### config.mk
export PLATFORM = sky130hd
export DESIGN_NAME = gec_cfg_regs
export DESIGN_NICKNAME = d
export VERILOG_FILES = /design/src/design/gec_pkg.sv /design/src/design/gec_cfg_regs.sv
export SDC_FILE = /design/constraint.sdc
export NUM_CORES = 1
export LEC_CHECK = 0
export BUFFER_PORTS_ARGS = -buffer_cell sky130_fd_sc_hd__buf_2
export CAP_MARGIN = 20
export CORE_MARGIN = 1
export CORE_UTILIZATION = 48
export CTS_CLUSTER_SIZE = 28
export DETAILED_ROUTE_END_ITERATION = 8
export PLACE_DENSITY_LB_ADDON = 0.2
export SLEW_MARGIN = 30
export SYNTH_ARGS = -nofsm -noshare
export SYNTH_HDL_FRONTEND = slang
export SYNTH_SLANG_ARGS = --single-unit
### constraint.sdc
create_clock -name clk -period 1.52 [get_ports clk]
set_input_delay 0 -clock clk [delete_from_list [all_inputs] [get_ports clk]]
set_output_delay 0 -clock clk [all_outputs]
set_load 0.05 [all_outputs]
### src/design/gec_pkg.sv
// ----------------------------------------------------------------------------
// Grid enclosure checker package
// Shared widths, register indexes, cell classes and classification helpers.
// ----------------------------------------------------------------------------
package gec_pkg;

  localparam int CELL_W         = 8;
  localparam int WIDTH_REG_W    = 9;
  localparam int HEIGHT_REG_W   = 13;
  localparam int CFG_DATA_W     = 13;
  localparam int CFG_INDEX_W    = 1;
  localparam int DEF_MAX_WIDTH  = 256;
  localparam int DEF_MAX_HEIGHT = 4096;

  localparam logic [CFG_INDEX_W-1:0] REG_MAP_WIDTH  = 1'd0;
  localparam logic [CFG_INDEX_W-1:0] REG_MAP_HEIGHT = 1'd1;

  localparam logic [CELL_W-1:0] CH_SPACE = 8'h20;
  localparam logic [CELL_W-1:0] CH_ZERO  = 8'h30;
  localparam logic [CELL_W-1:0] CH_N     = 8'h4E;
  localparam logic [CELL_W-1:0] CH_S     = 8'h53;
  localparam logic [CELL_W-1:0] CH_E     = 8'h45;
  localparam logic [CELL_W-1:0] CH_W     = 8'h57;

  typedef enum logic [1:0] {
    CLS_OTHER = 2'd0,
    CLS_WALK  = 2'd1,
    CLS_SPACE = 2'd2
  } cls_t;

  function automatic cls_t classify(input logic [CELL_W-1:0] b);
    cls_t c;
    case (b) inside
      CH_SPACE:                         c = CLS_SPACE;
      CH_ZERO, CH_N, CH_S, CH_E, CH_W:  c = CLS_WALK;
      default:                          c = CLS_OTHER;
    endcase
    return c;
  endfunction

  // Walkable next to space, in either order.
  function automatic logic clash(input cls_t a, input cls_t b);
    return ((a == CLS_WALK) && (b == CLS_SPACE)) || ((a == CLS_SPACE) && (b == CLS_WALK));
  endfunction

endpackage

### src/design/gec_cfg_regs.sv
// ----------------------------------------------------------------------------
// Grid enclosure checker configuration registers
// Holds the clamped last column and last row; any write restarts the grid.
// ----------------------------------------------------------------------------
module gec_cfg_regs #(
  parameter int MAX_WIDTH  = gec_pkg::DEF_MAX_WIDTH,
  parameter int MAX_HEIGHT = gec_pkg::DEF_MAX_HEIGHT,
  localparam int COL_W = $clog2(MAX_WIDTH),
  localparam int ROW_W = $clog2(MAX_HEIGHT)
) (
  input  logic                            clk,
  input  logic                            rst,
  input  logic                            cfg_we,
  input  logic [gec_pkg::CFG_INDEX_W-1:0] cfg_index,
  input  logic [gec_pkg::CFG_DATA_W-1:0]  cfg_wdata,
  output logic [COL_W-1:0]                last_col,
  output logic [ROW_W-1:0]                last_row,
  output logic                            restart
);
  import gec_pkg::*;

  logic [WIDTH_REG_W-1:0]  wv;
  logic [HEIGHT_REG_W-1:0] hv;
  logic [COL_W-1:0]        last_col_next;
  logic [ROW_W-1:0]        last_row_next;

  assign wv = cfg_wdata[WIDTH_REG_W-1:0];
  assign hv = cfg_wdata[HEIGHT_REG_W-1:0];

  // zero reads as one, oversize saturates
  always_comb begin
    if (wv == '0) begin
      last_col_next = '0;
    end else if (32'(wv) > 32'(MAX_WIDTH)) begin
      last_col_next = COL_W'(MAX_WIDTH - 1);
    end else begin
      last_col_next = COL_W'(wv - WIDTH_REG_W'(1));
    end
    if (hv == '0) begin
      last_row_next = '0;
    end else if (32'(hv) > 32'(MAX_HEIGHT)) begin
      last_row_next = ROW_W'(MAX_HEIGHT - 1);
    end else begin
      last_row_next = ROW_W'(hv - HEIGHT_REG_W'(1));
    end
  end

  always_ff @(posedge clk) begin
    if (rst) begin
      last_col <= '0;
      last_row <= '0;
    end else if (cfg_we) begin
      unique case (cfg_index)
        REG_MAP_WIDTH:  last_col <= last_col_next;
        REG_MAP_HEIGHT: last_row <= last_row_next;
        default: ;
      endcase
    end
  end

  assign restart = cfg_we;

endmodule

==> metrics, run 1 <==
vias=994; xor/xnor cell area share of the yosys netlist=0.0761; register area share after synthesis=0.386; initial drt markers=16; Slew @ Worst Pin=0.380 ns; Routed Antenna Nets=0; Final Cell Area=1270 µm²; Placed Area=1250 µm²; setup slack, reg-to-reg=0.91 ns; Total GRT Usage=0.204; CTS tree=done; sequential cell area=between 400 and 500 µm²; die width=between 40 and 50 µm; Synth Area in Compound Gates=0.237; Rows=16; pin count of the biggest net entering global routing=14; Tightest Hold Check Type=in2reg; commonest non-fill, non-tap cell in the layout=buf_2; Die Height=between 40 and 50 µm; TritonCTS Buffers=3; RSZ-0062 raised after global routing=false; R2R Path End=last_col[1]; CP Class=in2reg; Register-to-Register Path Depth=2; Max Fclk=between 800 and 900 MHz; Final Skew=0 ns; setup TNS=0 ns; kind of start point of the critical path=input pin; GPL Wtd Cong=0.859; CTS H-Tree Depth=1; FFs w/ async S/R, synth=0; largest family of logic cells by synthesized area=simple AND/OR/NAND/NOR gates; crit path capture=last_row[4]; Slowest-stage cell, CP=o31a_1; setup bufs post-CTS=0; endpoint class of the critical path=flip-flop; worst-path fanout max=8; Post-Synth Simple-Gate Area=0.248; IO buf count=37; Total Wirelength=2280 µm; Main synth FF type=dfxtp_1; number of global-route vias before repair=912; DR vias/cell=5.20; Starting Density=0.518; post-layout min period=1.16 ns; Crit path largest cell delay=0.38 ns; Fillers=between 200 and 250; max-slew violations=0; # IOs=38; final hold violation count=0; crit share post-route=0.766; clock tree sinks=20; Post-Synth Adder-Cell Area=0.0242; first-pass GRT wire length=~3800 µm; syn nets=145; post-CTS sizing=0; Final nets=185; initial antenna violation count=0; pwr/cell area=about 900 nW/µm²; setup violators final=0; DPL Wire Length=1840 µm; Clock Path Buffers=2; total grt overflow=0; Area Overhead vs Synth=22.9%; mux cell area share after synthesis=0; drt first pass iters=4; drt wl/cell=11.9 µm; count of cell types in the netlist=29; leak pwr=0.568 nW; CP required=1.71 ns; Synth warnings=0; worst relative slew slack=0.745; CP arrival=roughly 1.4 ns; Cell Chain, Critical Path=buf_2 > nor3_2 > nand4_1 > o31a_1 > o21ai_1 > a21oi_1; die area=2350 µm²; share of cells above drive strength 1=0.360; syn_area_per_cell=8.22 µm²; hold depth=2; core area=roughly 2000 µm²; CTS root buf=clkbuf_4; Clk Latency, worst-skew pair=0.29 ns; Post-Syn Area=1040 µm²; clk slew on worst S/H paths=0.10 ns; DRC=0; post-synthesis register bit count=20; run status=finished clean; Gate Count Post-Synth=126; Crit Reg-Reg Startpoint=last_col[1]; EDFF count, synth=0; Max rail drop VDD=between 500 and 600 µV; Antenna diodes=0; Post-CTS Hold Buffers=0; commonest cells after routing, fill and taps aside=37 x buf_2, 24 x nand2_1, 20 x dfxtp_1, 13 x nor2_1, 11 x a21oi_1; Setup crit start=cfg_wdata[5]; Max Cap Viol=0; footprint of the multi-input gates=606 µm²
[layout make-up]
class | count | area share
tap | 27 | 0.0265
inverter | 3 | 0.00884
clock buffer | 3 | 0.0177
multi-input combinational | 99 | 0.475
timing repair buffer | 39 | 0.157
sequential | 20 | 0.314
[logic make-up (layout without fill, tap and decap cells)]
kind of cell / after synthesis / after routing
compound gates: 36 / 36
fa+ha+maj: 2 / 2
simple gates: 52 / 52
buf+inv: 7 / 45
flops: 20 / 20
xor+xnor: 9 / 9
[worst min path at each step]
stage,from,endpoint,slack (ns)
floorplan,rst,last_col[6],0.07
global placement,rst,last_row[9],0.34
detailed placement,rst,last_row[10],0.34
CTS,rst,last_row[9],0.02
global route,rst,last_row[4],0.05
finish,rst,last_col[4],0.02
[through the flow]
| stage | util | instances | hold WS [ns] | setup slack, ns | power (W) |
|---|---|---|---|---|---|
| after global routing | 0.636 | 191 | 0.0461 | 0.292 | 0.00120 |
| after detailed placement | 0.625 | 188 | 0.339 | 0.0844 | 0.000918 |
| after global placement | 0.625 | 188 | 0.340 | 0.123 | 0.000913 |
| final | 0.636 | 191 | 0.0242 | 0.356 | 0.00115 |
| after CTS | 0.636 | 191 | 0.0200 | 0.395 | 0.00115 |
| after floorplan | - | 126 | 0.0691 | 0.388 | 0.000820 |
[cells in the mapped netlist, types with 2 or more instances]
master / n / share of area
clkbuf_1: 3 / 0.011
o21ai_1: 2 / 0.0097
ha_1: 2 / 0.024
xor2_1: 2 / 0.017
o21ai_2: 9 / 0.076
o21ai_0: 9 / 0.043
nor2_1: 13 / 0.047
nand3_1: 2 / 0.0097
inv_1: 3 / 0.011
nand4_1: 2 / 0.012
nand2_1: 24 / 0.087
xnor2_1: 7 / 0.059
a21oi_1: 11 / 0.053
nor3_1: 3 / 0.014
dfxtp_1: 20 / 0.39
[registers in the layout, summed over array words and instances (netlist names)]
signal    count
last_col      8
last_row     12
[report_power, final]
part / internal (W) / switching, W / total [W] / leakage [nW]
logic: 0.0000936 / 0.000241 / 0.000334 / 0.389
registers: 0.000558 / 0.0000146 / 0.000572 / 0.165
clock network: 0.0000922 / 0.000147 / 0.000239 / 0.0138
total: 0.000744 / 0.000402 / 0.00115 / 0.568
[layer usage]
layer	global-route usage	up-vias	share of wire
met4	0.0735	0	0.0079
met3	0.0252	2	0.043
li1	-	508	-
met2	0.336	34	0.47
met5	0	-	0
met1	0.275	450	0.48
[critical path: cells and delay by family]
family	cells	cell delay, ns
AOI/OAI and AO/OA	3	0.65
buffers and inverters	1	0.12
and+or+nand+nor	2	0.58
Note: power is estimated with default switching activity, not from simulation.
==> inputs of run 2 (changes only) <==
Settings changed: ABC_AREA set to 1, CORE_UTILIZATION 48 to 45.
Clock period 1.52 ns to 1 ns, I/O delays scaled along.
==> run 2 against run 1 <==
  * Worst setup slack got worse by 0.28 ns
  * Final cell count rose by 32%
  * Via count is 23% higher
  * Global-route usage is 1.2 points higher
  * Combinational power increased by 65%
  * Critical path type is now reg2out
  * Largest cell class unchanged
==> metrics, run 2 <==
pin count of the biggest net entering global routing=21 (was 14); syn nets=196 (was 145); CP required=1.00 ns (was 1.71 ns); Worst Hold Slack=0.0875 ns (was 0.0242 ns); FFs w/ async S/R, synth=0 (unchanged); kind of start point of the critical path=flip-flop (was input pin); Fillers=263 (was 201); Tightest Hold Check Type=in2reg (unchanged); initial antenna violation count=0 (unchanged); max-slew violations=0 (unchanged); drt first pass iters=4 (unchanged); Rows=18 (was 16); Buf+Inv Stages, Crit Path=1 (unchanged); Clk Latency, worst-skew pair=0.29 ns (about the same); Max Fclk=1080 MHz; count of cell types in the netlist=21 (was 29); Placement Setup Slack=-0.185 ns (was 0.0844 ns); drt wl/cell=10.4 µm (was 11.9 µm); Max Cap Viol=0 (unchanged); Non-Filler Instances=252 (was 191); CTS root buf=clkbuf_4 (unchanged); Starting Density=0.475 (was 0.518); Cell Chain, Critical Path=buf_2 (was buf_2 > nor3_2 > nand4_1 > o31a_1 > o21ai_1 > a21oi_1); leak pwr=0.725 nW (was 0.568 nW); commonest cells after routing, fill and taps aside=74 x nand2_1, 37 x buf_2, 20 x dfxtp_1, 18 x a21oi_1, 15 x inv_1 (was 37 x buf_2, 24 x nand2_1, 20 x dfxtp_1, 13 x nor2_1, 11 x a21oi_1); GPL Wtd Cong=0.862 (was 0.859); run status=finished clean (unchanged); vias=1227 (was 994); placed cell count=249 (was 188); Synth warnings=0 (unchanged); top-count cell post-synth=nand2_1 (unchanged); CP arrival=0.93 ns (was 1.35 ns); register area share after synthesis=0.340 (was 0.386); die width=53.2 µm (was 48.5 µm); Slowest-stage cell, CP=dfxtp_1 (was o31a_1); endpoint class of the critical path=output port (was flip-flop); list of most frequent post-synthesis cells=74 x nand2_1, 20 x dfxtp_1, 18 x a21oi_1 (was 24 x nand2_1, 20 x dfxtp_1, 13 x nor2_1); initial drt markers=19 (was 16); Pwr Total=0.00178 W (was 0.00115 W); IO buf count=37 (unchanged); # IOs=38 (unchanged); total grt overflow=0 (unchanged); Gate Count Post-Synth=177 (was 126); first-pass GRT wire length=4490 µm (was 3840 µm); Placed Area=1450 µm² (was 1250 µm²); DRC=0 (unchanged); setup bufs post-CTS=0 (unchanged); clock tree sinks=20 (unchanged); DR vias/cell=4.87 (was 5.20); setup violators final=0 (unchanged); pwr/cell area=1210 nW/µm² (was 900 nW/µm²); Synth top area share=0.340 (was 0.386); RSZ-0062 raised after global routing=false (unchanged); EDFF count, synth=0 (unchanged); Die Height=53.2 µm (was 48.5 µm); Top reg by flops=last_row (unchanged); syn_area_per_cell=6.65 µm² (was 8.22 µm²); final hold violation count=0 (unchanged); Post-CTS Hold Buffers=0 (unchanged); post-synthesis register bit count=20 (unchanged); number of global-route vias before repair=1113 (was 912); Post-Syn Area=1180 µm² (was 1040 µm²); CP Class=reg2out (was in2reg); Total GRT Usage=0.216 (was 0.204); post-layout min period=0.929 ns; share of cells above drive strength 1=0.297 (was 0.360); CP delay by family, top=flip-flops (was compound AO/OA/AOI/OAI gates); commonest non-fill, non-tap cell in the layout=nand2_1 (was buf_2); Final Skew=0 ns (unchanged); top post-synthesis cells by area=dfxtp_1 34%, nand2_1 24%, a21oi_1 7.7% (was dfxtp_1 39%, nand2_1 8.7%, o21ai_2 7.6%); core area=2480 µm² (was 2000 µm²); Main synth FF type=dfxtp_1 (unchanged); die area=2820 µm² (was 2350 µm²); Routed Antenna Nets=0 (unchanged); TritonCTS Buffers=3 (unchanged); DPL Wire Length=2130 µm (was 1840 µm); largest registers=last_row: 12 flops, last_col: 8 flops (unchanged); Crit path largest cell delay=0.36 ns (was 0.38 ns); post-CTS sizing=0 (unchanged); CTS H-Tree Depth=1 (unchanged); crit share post-route=0.929; Antenna diodes=0 (unchanged); Final nets=243 (was 185); Synth area leader=dfxtp_1 (unchanged); Clock Path Buffers=2 (unchanged); Slew @ Worst Pin=0.375 ns (was 0.380 ns); CTS tree=done (unchanged); final worst slack=0.0713 ns (was 0.356 ns); max reg flops=12 (unchanged); worst-path fanout max=2 (was 8); Area Overhead vs Synth=24.7% (was 22.9%); worst relative slew slack=0.750 (was 0.745); Final Cell Area=1470 µm² (was 1270 µm²); clk slew on worst S/H paths=0.10 ns (about the same); Total Wirelength=2630 µm (was 2280 µm); Max rail drop VDD=1230 µV (was 575 µV)
==> run 2: changes by cell type after synthesis, moves of 5 or more <==
cell | before | now
o21ai_0 | 9 | 4
a21oi_1 | 11 | 18
nand3_1 | 2 | 8
inv_1 | 3 | 15
xnor2_1 | 7 | 1
o21ai_2 | 9 | 1
nand2_1 | 24 | 74
==> run 2: path summary, 6_finish.rpt <==
path	startpoint	end	slack, ns	cells past startpoint
hold / removal	cfg_wdata[0]	last_col[0]	0.09	5
hold reg to reg	last_col[3]	last_col[3]	0.47	2
setup / recovery	last_col[6]	last_col[6]	0.07	1
setup reg to reg	last_row[8]	last_row[8]	0.37	2
==> run 2: kinds of logic (layout without fill, tap and decap cells) <==
group           after synthesis  in the layout  synth area share
flops                        20             20             0.340
compound gates               27             27             0.143
simple gates                105            105             0.400
buf+inv                      20             65            0.0733
fa+ha+maj                     2              2            0.0213
xor+xnor                      3              3            0.0223
==> run 2: metrics by stage <==
stage               setup TNS (ns)   util
floorplan                        0      -
global placement             -2.26  0.583
detailed placement           -2.34  0.583
CTS                              0  0.592
global route                     0  0.592
finish                           0  0.592
==> run 2: area by class of cell <==
cell class | count | area [µm²] | area share
multi-input combinational | 137 | 691 | 0.471
timing repair buffer | 47 | 260 | 0.177
clock buffer | 3 | 22.5 | 0.0153
sequential | 20 | 400 | 0.273
tap | 30 | 37.5 | 0.0256
inverter | 15 | 56.3 | 0.0384
==> run 2: report_power, final <==
group | leakage [nW] | switching [W] | internal (W)
combinational | 0.547 | 0.000389 | 0.000162
sequential | 0.165 | 0.0000228 | 0.000846
clock | 0.0138 | 0.000222 | 0.000140
total | 0.725 | 0.000634 | 0.00115
==> run 2: metal layers <==
metal,wire length [µm],global-route usage,vias to the layer above
met4,10,0.0482,0
met5,0,0,-
met3,132,0.0575,2
li1,-,-,644
met2,1260,0.373,35
met1,1230,0.265,546
